File: src/hw/rtl/vna_pkg.sv
// vna_pkg: shared types and constants of the vertex normal accumulator
// no dependencies; imported by every module of the block

package vna_pkg;

	localparam int IN_W     = 88;
	localparam int OUT_W    = 64;
	localparam int IDX_W    = 10;
	localparam int CRD_W    = 16;
	localparam int EDGE_W   = 17;
	localparam int NRM_W    = 38;
	localparam int MUL_W    = 33;
	localparam int PROD_W   = 66;
	localparam int SQ_W     = 62;
	localparam int S2_W     = 64;
	localparam int Q_W      = 15;
	localparam int ROOT_W   = 96;
	localparam int BIT_W    = 4;

	localparam logic [1:0] ACT_LOAD = 2'd0;
	localparam logic [1:0] ACT_TRI  = 2'd1;
	localparam logic [1:0] ACT_READ = 2'd2;

	localparam logic signed [CRD_W-1:0] UP_ONE = 16'sd32767;

	typedef enum logic [4:0] {
		ST_CLEAR,
		ST_IDLE,
		ST_TRD0,
		ST_TRD1,
		ST_TRD2,
		ST_TEDGE,
		ST_TMUL,
		ST_SRD,
		ST_SWR,
		ST_RRD,
		ST_RMAG,
		ST_RSHIFT,
		ST_RSQ,
		ST_RROOT,
		ST_RWAIT,
		ST_ROUT
	} st_t;

endpackage

File: src/hw/rtl/vna_mul.sv
// vna_mul: shared signed multiplier with registered product
// depends on vna_pkg

module vna_mul import vna_pkg::*; (
	input  logic                     clk,
	input  logic signed [MUL_W-1:0]  op_a,
	input  logic signed [MUL_W-1:0]  op_b,
	output logic signed [PROD_W-1:0] prod_q
);

	always_ff @(posedge clk) begin
		prod_q <= op_a * op_b;
	end

endmodule

File: config.mk
export PLATFORM = sky130hd
export DESIGN_NAME = vna_mul
export DESIGN_NICKNAME = d
export VERILOG_FILES = /design/src/hw/rtl/vna_pkg.sv /design/src/hw/rtl/vna_mul.sv
export SDC_FILE = /design/constraint.sdc
export NUM_CORES = 2
export LEC_CHECK = 0
export ABC_AREA = 1
export BUFFER_PORTS_ARGS = -buffer_cell sky130_fd_sc_hd__buf_2
export CAP_MARGIN = 20
export CORE_ASPECT_RATIO = 2
export CORE_MARGIN = 2
export CORE_UTILIZATION = 40
export DETAILED_ROUTE_END_ITERATION = 7
export HOLD_SLACK_MARGIN = 0.05
export PLACE_DENSITY = 0.58
export SETUP_SLACK_MARGIN = 0.1
export SYNTH_ARGS = -nofsm -noshare
export SYNTH_HDL_FRONTEND = slang
export SYNTH_SLANG_ARGS = --single-unit
File: constraint.sdc
create_clock -name clk -period 7.75 [get_ports clk]
set_clock_uncertainty 0.15 [all_clocks]
set_input_delay 0.3875 -clock clk [delete_from_list [all_inputs] [get_ports clk]]
set_output_delay 0.3875 -clock clk [all_outputs]
set_load 0.005 [all_outputs]
### Word level (Yosys, flattened, before mapping)

Cells that the tools add are included.

* flip-flop bits (word level): 66
* memories kept: 0
* memory bits (writable): 0
* latch bits: 0
* bits in read-only memories: 0
* input port bits: 67
* output and inout bits: 66
* word-level logic and storage cells: 2

* muxes and demuxes: 0
* reductions and logical operators: 0
* bitwise gates (word level): 0
* div/mod/pow operators: 0
* magnitude comparators: 0
* multiply operators: 1
* equal/unequal tests: 0
* shift-type cells: 0
* add/sub/neg operators: 0

Operators with widths (count)
* 33-bit by 33-bit multiplier with 66-bit output: 1

### Depth between registers and ports, before layout

* depth in word-level cells: 1
* depth in mapped cells: 34
* gate-level depth less buffers: 32

### Least setup slack after synthesis

Ideal clock, no wire load.

* path kind: input port to flip-flop
* from: in op_a[32]
* to: reg prod_q[60]
* arrival: 7031 ps
* setup time: 113 ps
* buffers on the path: 2
* slack: 457 ps
* stages on the path: 23
* required time: 7487 ps
* cell sequence: clkbuf_1 > clkbuf_1 > nand2_1 > inv_1 > fa_1 > fa_1 > fa_1 > fa_1 > inv_1 > fa_1 > fa_1 > fa_1 > fa_1 > inv_1 > ha_1 > nand2_1 > nor2_1 > inv_1 > nor3_1 > nand2_1 > and2_0 > nand4_1 > nand2_1

* word-level cells in the longest chain between the ends: 1

Ends and longest elaborated chain
* start, declared: line vna_mul.sv:6 `input logic signed [MUL_W-1:0] op_a,`
* 33-bit by 33-bit multiplier with 66-bit output: line vna_mul.sv:12 `prod_q <= op_a * op_b;`
* end signal, assigned: line vna_mul.sv:12
* end, declared: line vna_mul.sv:8 `output logic signed [PROD_W-1:0] prod_q`

No other way between the ends.

### Worst setup path in the final report

* from: in op_b[11]
* to: reg prod_q[60]

* word-level cells in the longest chain between the ends: 1

Ends and longest elaborated chain
* start, declared: line vna_mul.sv:7 `input logic signed [MUL_W-1:0] op_b,`
* 33-bit by 33-bit multiplier with 66-bit output: line vna_mul.sv:12

No other way between the ends.

==> impl_metrics.tcl <==
set metrics [dict create \
    syn_nets 6972 \
    timing.critical_path.arrival_ns 7.49 \
    cpMostUsedCell "sky130_fd_sc_hd__fa_1" \
    cts.root.buffer_cell "sky130_fd_sc_hd__clkbuf_16" \
    netlist-cell-type-count 35 \
    worst-setup-path-type "in -> reg" \
    cp_num_buf_inv 6 \
    crit_slowest_cell "sky130_fd_sc_hd__fa_1" \
    kind_of_cell_adding_the_most_delay_to_the_critical_path "adder cells" \
    hold_depth 4 \
    grt_usage_pct 26.8 \
    die-height_um 469 \
    post-route-period-util_pct 95.1 \
    setup.worst_path.end_class "flop" \
    ys_async_sr_fraction_pct 0 \
    final_critical_path_setup_slack_ns 0.378 \
    grt_pass1_wl_mm 220 \
    cts_buffers 9 \
    drt-initial-drc-count 1629 \
    yosys_most_used_dff "sky130_fd_sc_hd__dfxtp_1" \
    worst_ep_required_time_ns 7.87 \
    drc 0 \
    hold_violation_count_in_the_final_report 0 \
    cell_area_synth_mm2 0.0432 \
    core_region_area_mm2 0.107 \
    ant_nets 0 \
    timing.final.crit_period_ns 7.37 \
    holdPathEnd "prod_q[0]$_DFF_P_" \
    dpl_worst_slack_ns -0.0255 \
    hold_buffers 0 \
    finalWeightedCongestion 0.954 \
    grt_start_max_net_pins 34 \
    yosysTopAreaCellShare_pct 53.1 \
    timing.hold.worst.class "in -> reg" \
    critPathMaxFanout 25 \
    synth.avg_cell_area_um2 7.79 \
    number_of_placement_rows 170 \
    totalWireLength_mm 142 \
    reg_top3 "prod_q: 66 flops" \
    result_of_the_run "completed" \
    number_of_antenna_violations_at_the_first_check_in_global_routing 9 \
    synth-edff-count 0 \
    first_global_vias 38900 \
    largest_register_ffs 66 \
    htree_levels 3 \
    cp_cell_sequence "buf_2, nand2_1, fa_1, fa_1, fa_1, inv_1, fa_1, fa_1, fa_1, inv_1, fa_1, fa_1, inv_1, ha_1, nand2_1, nor2_1, inv_1, nor3_1, buf_4, nand2_1, nor2_1, nand2_1, nand4_1, nand2_1" \
    grt_setup_unrepaired "no" \
    nNetsFinal 7111 \
    cell_types_with_the_largest_area_share_after_synthesis "sky130_fd_sc_hd__fa_1, sky130_fd_sc_hd__inv_1, sky130_fd_sc_hd__nand2_1" \
    synthCells 5543 \
    drive_above_1_share_pct 8.23 \
    slew_limit_fails 0 \
    floorplan.initialDensity_pct 40.3 \
    post_cts_buffers 0 \
    setup_viol 0 \
    layout.cells.most_common_list "sky130_fd_sc_hd__inv_1, sky130_fd_sc_hd__nand2_1, sky130_fd_sc_hd__fa_1" \
    clock_tree_from_tritoncts "built" \
    areaGrowthSynthToFinish_pct 9.32 \
    ys.warnings.count 0 \
    clk_pin_slew_worst_paths_ns 0.06 \
    finalCoreUtilization_pct 44.0 \
    timing.max_cap.violations 0 \
    post-synth-top-area-cell "sky130_fd_sc_hd__fa_1" \
    timing.hold.worst.start "op_b[0]" \
    mostFrequentLayoutCell "sky130_fd_sc_hd__inv_1" \
    slew_headroom_pct 43.5 \
    ys_seq_area_share_pct 3.06 \
    viasPerCell 4.80 \
    first_pass_iters 7 \
    max_freq_mhz 136 \
    avgRoutedWirePerCell_um 20.0 \
    globalRouteOverflowTotal 0 \
    slowest_delay_ns 0.61 \
    die_area_mm2 0.111 \
    port_buffers 132 \
    floorplan.die.width_um 236 \
    numClockSinks 66 \
    ys_seq_elements 66 \
    tightest_slew_ns 0.847 \
    largest_register "prod_q" \
    io_pins 133 \
    place_hpwl_mm 127 \
    worst_setup_path_start_kind "input port" \
    ctsLongestPathBuffers 2 \
    vias 33900 \
]
==> cells in the mapped netlist, types with 3 or more instances <==
cell,number
sky130_fd_sc_hd__o21ai_1,3
sky130_fd_sc_hd__nand4_1,19
sky130_fd_sc_hd__nand3_2,8
sky130_fd_sc_hd__xor2_1,37
sky130_fd_sc_hd__xnor2_1,4
sky130_fd_sc_hd__ha_1,217
sky130_fd_sc_hd__nor4_1,4
sky130_fd_sc_hd__nand2_1,1517
sky130_fd_sc_hd__inv_1,1894
sky130_fd_sc_hd__o21bai_1,14
sky130_fd_sc_hd__or2_2,5
sky130_fd_sc_hd__nor2_4,3
sky130_fd_sc_hd__clkbuf_1,262
sky130_fd_sc_hd__nand3b_1,3
sky130_fd_sc_hd__nand3_1,70
sky130_fd_sc_hd__dfxtp_1,66
sky130_fd_sc_hd__a21oi_2,4
sky130_fd_sc_hd__a21oi_1,61
sky130_fd_sc_hd__nor3_1,7
sky130_fd_sc_hd__nor2_1,131
sky130_fd_sc_hd__nor2_2,20
sky130_fd_sc_hd__nand2_2,17
sky130_fd_sc_hd__o21ai_0,19
sky130_fd_sc_hd__fa_1,1145
==> metal layers <==
layer / share of wire, % / GRT usage (%)
met2: 56 / 53.1
met1: 31 / 24.8
met4: 9.9 / 21.2
met5: 0.032 / 0
met3: 3.1 / 2.28
==> repair_timing <==
action | in CTS | in global routing
gates resized for setup | 0 | 1
endpoints found under the hold margin | 0 | 0
setup endpoints to repair | 0 | 1
==> logic make-up (layout without fill, tap and decap cells) <==
| kind of cell | after synthesis | count (layout) | share of synthesized area [%] |
|---|---|---|---|
| compound gates | 106 | 106 | 1.38 |
| xor+xnor | 41 | 41 | 0.832 |
| fa+ha+maj | 1362 | 1362 | 59.4 |
| buf+inv | 2158 | 2302 | 18.8 |
| flops | 66 | 66 | 3.06 |
| other cells | 0 | 2 | 0 |
| simple gates | 1810 | 1810 | 16.6 |
==> how the worst max path moves through the flow <==
stage,startpoint,end,slack [ns],cells past startpoint
after floorplan,op_a[32],prod_q[60]$_DFF_P_,0.46,23
after global placement,op_a[14],prod_q[56]$_DFF_P_,-0.07,26
after detailed placement,op_b[22],prod_q[60]$_DFF_P_,-0.03,24
after CTS,op_b[22],prod_q[60]$_DFF_P_,0.36,24
after global routing,op_a[14],prod_q[56]$_DFF_P_,0.11,27
final,op_b[11],prod_q[60]$_DFF_P_,0.38,24
==> layout make-up <==
type                       count  area [um^2]
timing repair buffer         391         2930
multi-input combinational   3319        33800
clock buffer                   9          225
antenna                        2         5.00
fill                       11000        60000
clock inverter                 7          125
tap                         1376         1720
inverter                    1895         7110
sequential                    66         1320
==> worst min-delay path, stage by stage <==
cell	delay (ns)
sky130_fd_sc_hd__buf_2	0.16
sky130_fd_sc_hd__buf_4	0.23
sky130_fd_sc_hd__nand2_1	0.09
sky130_fd_sc_hd__inv_1	0.03
==> stage by stage <==
step                TNS (ns)  cell area [um^2]  instances  hold WS [ns]
floorplan                  0             43200       5543         0.501
global placement     -0.0737             46800       7047         0.619
detailed placement   -0.0255             46800       7047         0.614
CTS                        0             47200       7063         0.411
global route               0             47200       7063         0.435
finish                     0             47200       7065         0.422
Power is left out: the tool's default activity adds up to more than one toggle a clock period on the data nets, which glitch-free logic cannot reach.
