[src/hw/rtl/vna_pkg.sv]
// vna_pkg: shared types and constants of the vertex normal accumulator
// no dependencies; imported by every module of the block

package vna_pkg;

	localparam int IN_W     = 88;
	localparam int OUT_W    = 64;
	localparam int IDX_W    = 10;
	localparam int CRD_W    = 16;
	localparam int EDGE_W   = 17;
	localparam int NRM_W    = 38;
	localparam int MUL_W    = 33;
	localparam int PROD_W   = 66;
	localparam int SQ_W     = 62;
	localparam int S2_W     = 64;
	localparam int Q_W      = 15;
	localparam int ROOT_W   = 96;
	localparam int BIT_W    = 4;

	localparam logic [1:0] ACT_LOAD = 2'd0;
	localparam logic [1:0] ACT_TRI  = 2'd1;
	localparam logic [1:0] ACT_READ = 2'd2;

	localparam logic signed [CRD_W-1:0] UP_ONE = 16'sd32767;

	typedef enum logic [4:0] {
		ST_CLEAR,
		ST_IDLE,
		ST_TRD0,
		ST_TRD1,
		ST_TRD2,
		ST_TEDGE,
		ST_TMUL,
		ST_SRD,
		ST_SWR,
		ST_RRD,
		ST_RMAG,
		ST_RSHIFT,
		ST_RSQ,
		ST_RROOT,
		ST_RWAIT,
		ST_ROUT
	} st_t;

endpackage

[src/hw/rtl/vna_root.sv]
// vna_root: bit-serial search for the largest q with q*q*s2 <= a2*2^30
// depends on vna_pkg

module vna_root import vna_pkg::*; (
	input  logic            clk,
	input  logic            arst_n,
	input  logic            start,
	input  logic [SQ_W-1:0] a2,
	input  logic [S2_W-1:0] s2,
	output logic            done_q,
	output logic [Q_W-1:0]  q_q
);

	logic              busy_q;
	logic [BIT_W-1:0]  bit_q;
	logic [ROOT_W-1:0] p_q;
	logic [ROOT_W-1:0] qs_q;
	logic [ROOT_W-1:0] s_w;
	logic [ROOT_W-1:0] r_w;
	logic [ROOT_W-1:0] cand;
	logic              take;

	assign s_w  = {{(ROOT_W-S2_W){1'b0}}, s2};
	assign r_w  = {{(ROOT_W-SQ_W-30){1'b0}}, a2, 30'b0};
	assign cand = p_q + (qs_q << (bit_q + 1'b1)) + (s_w << {bit_q, 1'b0});
	assign take = (cand <= r_w);

	always_ff @(posedge clk or negedge arst_n) begin
		if (!arst_n) begin
			busy_q <= 1'b0;
			done_q <= 1'b0;
		end else begin
			done_q <= 1'b0;
			if (start) begin
				busy_q <= 1'b1;
			end else if (busy_q && bit_q == '0) begin
				busy_q <= 1'b0;
				done_q <= 1'b1;
			end
		end
	end

	always_ff @(posedge clk) begin
		if (start) begin
			p_q   <= '0;
			qs_q  <= '0;
			q_q   <= '0;
			bit_q <= BIT_W'(Q_W - 1);
		end else if (busy_q) begin
			if (take) begin
				p_q        <= cand;
				qs_q       <= qs_q + (s_w << bit_q);
				q_q[bit_q] <= 1'b1;
			end
			bit_q <= bit_q - 1'b1;
		end
	end

endmodule

[config.mk]
export PLATFORM = sky130hd
export DESIGN_NAME = vna_root
export DESIGN_NICKNAME = d
export VERILOG_FILES = /design/src/hw/rtl/vna_pkg.sv /design/src/hw/rtl/vna_root.sv
export SDC_FILE = /design/constraint.sdc
export NUM_CORES = 2
export LEC_CHECK = 0
export ABC_AREA = 1
export BUFFER_PORTS_ARGS = -buffer_cell sky130_fd_sc_hd__buf_2
export CAP_MARGIN = 20
export CORE_ASPECT_RATIO = 1.25
export CORE_UTILIZATION = 39
export CTS_CLUSTER_SIZE = 20
export DETAILED_ROUTE_END_ITERATION = 8
export PLACE_DENSITY = 0.61
export RECOVER_POWER = 50
export SYNTH_ARGS = -nofsm -noshare
export SYNTH_HDL_FRONTEND = slang
export SYNTH_SLANG_ARGS = --single-unit
[constraint.sdc]
create_clock -name clk -period 8.6 [get_ports clk]
set_input_delay 0.86 -clock clk [delete_from_list [all_inputs] [get_ports clk]]
set_output_delay 0.86 -clock clk [all_outputs]
set_load 0.005 [all_outputs]
==> Word level (Yosys, flattened, before mapping) <==
Cells that the tools add are included.
{ "op_classes": {"add_sub_neg": 5, "muxes": 6, "n_reduce_logical": 5, "shifts": 3, "bitwise": 1, "order_cmp": 3} }
{ "op_table": {"columns": ["cell", "count"], "rows": [
  ["$add 96x96->96", 3],
  ["$le 96x92->1", 1],
  ["$shl 64x4->96", 1],
  ["$shl 64x5->96", 1],
  ["$shl 96x4->96", 1],
  ["$or 15x15->15", 1],
  ["$lt 4x5->1 const B", 1],
  ["$mux 1", 5],
  ["$add 4x1->4 const B", 1],
  ["$demux 1 s4", 1],
  ["$ge 4x1->1 const B", 1],
  ["$logic_not 4->1", 1],
  ["$sub 4x1->4 const B", 1],
  ["$logic_and 1x1->1", 2],
  ["$reduce_and 2->1", 1],
  ["$reduce_bool 2->1", 1]
]} }
{ "word_totals": {"word_cells": 29, "output_inout_bits": 16, "register_bits": 213} }

==> Logic depth before layout (Yosys ltp) <==
{ "logic_depth": {"depth_word": 6, "mapped_depth": 55, "depth_no_buf": 47} }

==> Worst setup path before layout <==
No wires, ideal clock.
{ "synth_path": {"path_kind": "flip-flop to flip-flop", "startpoint": "register bit_q[0]", "endpoint": "register p_q[82]", "period_less_slack_ns": 6.994, "path_slack_ns": 1.606, "t_arrival_ns": 6.881, "path_stages_with_launch": 43, "required_time_ns": 8.487, "n_path_buf": 9, "path_cell_list": "dfxtp_1 inv_1 buf_2 clkbuf_1 clkbuf_1 ha_1 buf_2 inv_1 buf_2 buf_1 buf_1 o21ai_0 nand2_1 o21ai_0 mux2i_1 fa_1 ha_1 nand2_1 [7 not listed] xnor2_1 inv_1 ha_1 nand2_1 nor2_1 nand2_1 nor3_1 nand2_1 nor3_1 nand3_1 nor2_1 nand2_1 nand2_2 nand2_2 buf_2 buf_2 nor2_1 nor2_1"} }
{ "synth_between": {"elab_chain_cells": 6, "word_cells_on_any_way": 7} }
{ "synth_rtl": {"columns": ["item", "line", "text"], "rows": [
  ["start, declared", "vna_root.sv:15", "logic [BIT_W-1:0] bit_q;"],
  ["start signal, assigned", "vna_root.sv:48", "bit_q <= BIT_W'(Q_W - 1);"],
  ["start signal, assigned", "vna_root.sv:55", "bit_q <= bit_q - 1'b1;"],
  ["$add 4x1->4", "vna_root.sv:25", "assign cand = p_q + (qs_q << (bit_q + 1'b1)) + (s_w << {bit_q, 1'b0});"],
  ["$shl 96x4->96", "vna_root.sv:25", null],
  ["$add 96x96->96", "vna_root.sv:25", null],
  ["$add 96x96->96 *", "vna_root.sv:25", null],
  ["named net cand[43]", "vna_root.sv:20", "logic [ROOT_W-1:0] cand;"],
  ["$le 96x92->1 *", "vna_root.sv:26", "assign take = (cand <= r_w);"],
  ["$reduce_and 2->1 (no source line) *", null, null],
  ["end signal, assigned", "vna_root.sv:51", "p_q <= cand;"],
  ["end, declared", "vna_root.sv:16", "logic [ROOT_W-1:0] p_q;"]
]} }
Mark *: on every way through the listed nets, which the timed path passes. The rest lies on a longest branch.
A chain may end at the register's enable or synchronous reset.

==> Worst setup path after layout <==
{ "layout_path": {"startpoint": "register bit_q[0]", "endpoint": "register p_q[62]"} }
Same word-level chain as after synthesis.

==> flow_summary.toml <==
[grt]
grt_pass1_wl_microns = 262200
grt_pass1_vias = 42850
antenna_found_initial = 2
track_usage_pct = 36.20
grt_overflow = 0
grt_max_degree = 179

[sta]
setup_tns_ps = 0
period_share_pct = 97.74
drv_slew = 38
hold_violations = 0
finalClockSkew_ps = 17.49
setup-violations-final = 0
period_needed_ps = 8406
worstMarginPinSlew_ps = 2162
rsz0062_at_grt = "no"
fmax_mhz = 119.0
slew_headroom_pct = -44.14

[clock_network]
cts_sinks = 213
cts_buffers = 28
clkSlewWorstSetupHoldPaths_ps = 70
clockBufferDepth = 3
htreeDepth = 1
cts-root-buf = "clkbuf_16"
clock_latency_ps = 610
cts_tree = "yes"

[logic_synthesis]
synth_edf_count = 0
synth_area_leaders = "nand2_1 (22%), dfxtp_1 (11%), nor2_1 (9.9%)"
ys_seq_elements = 213
synth_top_area_cell = "nand2_1"
syn_nets = 7344
synth_top_area_share_pct = 21.87
synthDistinctLibCells = 44
synth.avg_cell_area_sq_um = 5.353
ys_seq_area_share_pct = 11.61
async_reset_ff_share_pct = 0.9390
ys_top_cells_by_count = "nand2_1 (2146), nor2_1 (976), inv_1 (890)"
synth.most_common_cell = "nand2_1"
synth_warnings = 0
syn-instance-count = 6879
synth_ff_type = "dfxtp_1"
mappedNetlistArea_sq_um = 36830

[critical_path]
worstPathArrival_ps = 8900
crit_path_start_kind = "flop"
slowest_delay_ps = 520
critPathBufInv = 8
cp_slowest_cell = "fa_1"
critPathMaxFanout = 56
crit_family = "simple AND/OR/NAND/NOR gates"
end_kind = "flop"
crit_required_ps = 9090
critical_path_class = "reg -> reg"

[min_path]
hp-class = "in -> async"

[detailed_routing]
viasPerCell = 5.526
drtAntennaViolNets = 0
wl_met1_microns = 74230
highest_layer = "met4"
drc = 0
vias = 44820
dr_wl_met2_microns = 82210
wl_per_cell_microns = 22.09
wl_met3_microns = 10520
drt_pre_antenna_iters = 8
wirelength_microns = 179200
drt-initial-drc-count = 4339

[floorplan]
dieHeight_microns = 345.6
initial_utilization_pct = 39.51
core_sq_um = 93210
rows = 125
die_area_sq_um = 95670
die_x_microns = 276.8
pin_count = 145

[place]
port-buffer-count = 144
gp_congestion = 1.059
hpwl_microns = 149900

[finish]
final_nets = 7348
syn2layout_area_growth_pct = 8.695
layout-drive-gt1-share_pct = 4.649

[outcome]
violations = "capacitance limit, slew limit"
status = "complete, but fails checks"

[run]
drv_cap = 1
[state kept, by name, indices dropped and copies added (netlist names)]
register / count
qs_q: 96
p_q: 96
q_q: 15
done_q: 1
bit_q: 4
busy_q: 1
[worst reg2reg max path: cells and delay by family, from the launching register on]
| kind | cells | cell delay (ps) |
|---|---|---|
| AOI/OAI and AO/OA | 6 | 1960 |
| xor gates and xnor gates | 1 | 280 |
| adders and majority gates | 3 | 1150 |
| buffers and inverters | 8 | 1360 |
| DFF | 1 | 510 |
| and+or+nand+nor | 20 | 3010 |
[logic make-up after synthesis]
logic type	Yosys count	synth area share, %
buffers and inverters	1168	12.26
xor gates and xnor gates	134	3.207
adders and majority gates	336	13.37
DFF	213	11.61
and+or+nand+nor	3817	41.82
AOI/OAI and AO/OA	1181	16.92
muxes	30	0.8154
[cells in the final DEF (no fill, tap or decap), types with 5 or more instances in the layout]
cell type / netlist / routed
nand2_1: 2146 / 2145
nor2_1: 976 / 974
inv_1: 890 / 888
o21ai_0: 554 / 551
nand3_1: 528 / 527
a21oi_1: 469 / 468
ha_1: 240 / 239
dfxtp_1: 211 / 207
buf_2: 44 / 139
fa_1: 96 / 96
xnor2_1: 79 / 79
buf_4: 2 / 73
xor2_1: 54 / 52
nor3_1: 49 / 48
nand4_1: 45 / 45
a31oi_1: 44 / 43
nand3b_1: 41 / 41
o21bai_1: 33 / 33
mux2i_1: 30 / 30
clkbuf_16: 0 / 30
o21a_1: 20 / 20
nor4_1: 17 / 17
a21o_1: 17 / 17
buf_12: 0 / 17
o22ai_1: 16 / 16
o211ai_1: 10 / 10
a21boi_0: 8 / 8
clkbuf_1: 151 / 7
clkinv_2: 0 / 6
or2_2: 5 / 5
clkbuf_2: 0 / 5
[through the flow]
step           cells  cell area, sq um  util (%)  hold WS [ps]  setup slack, ps
6_report        8112             40030     42.94         37.04            194.5
4_1_cts         8106             39980     42.89         6.327            272.6
5_1_grt         8112             40030     42.94         29.94            6.247
3_5_place_dp    8055             38980     41.82         437.4            166.9
3_3_place_gp    8054             38970     41.81         438.1            192.0
2_1_floorplan   6879             36830         -         429.0             1606
[area by class of cell]
| cell class | count | area [sq um] |
|---|---|---|
| antenna | 2 | 5.005 |
| clock buffer | 34 | 784.5 |
| fill | 10730 | 53190 |
| tap | 1206 | 1509 |
| timing repair buffer | 245 | 1718 |
| sequential | 213 | 4289 |
| inverter | 897 | 3390 |
| clock inverter | 17 | 214.0 |
| multi-input combinational | 5498 | 28120 |
[per-layer routing]
metal | track usage (%) | vias up
met3 | 2.770 | 380
met4 | 21.85 | 0
li1 | - | 21930
met1 | 45.18 | 20690
met2 | 60.67 | 1823
met5 | 0 | -
[final timing paths]
kind / from / cells past startpoint / slack, ps / to
worst min-delay path: arst_n / 1 / 40 / done_q
worst max-delay path: bit_q[0] / 38 / 190 / p_q[62]
max in group asynchronous: arst_n / 1 / 8430 / busy_q
worst max register to register: bit_q[0] / 38 / 190 / p_q[62]
min in group clk: q_q[14] / 2 / 450 / q_q[14]
worst min register to register: q_q[14] / 2 / 450 / q_q[14]
[what timing repair did]
| item | in CTS | in global routing |
|---|---|---|
| buffers inserted | 0 | 3 |
| hold buffers | 0 | 0 |
| gates resized for setup | 0 | 13 |
| hold endpoints to repair | 0 | 0 |
| endpoints found under the setup margin | 0 | 207 |
Power is left out: the tool's default activity adds up to more than one toggle a clock period on the data nets, which glitch-free logic cannot reach.
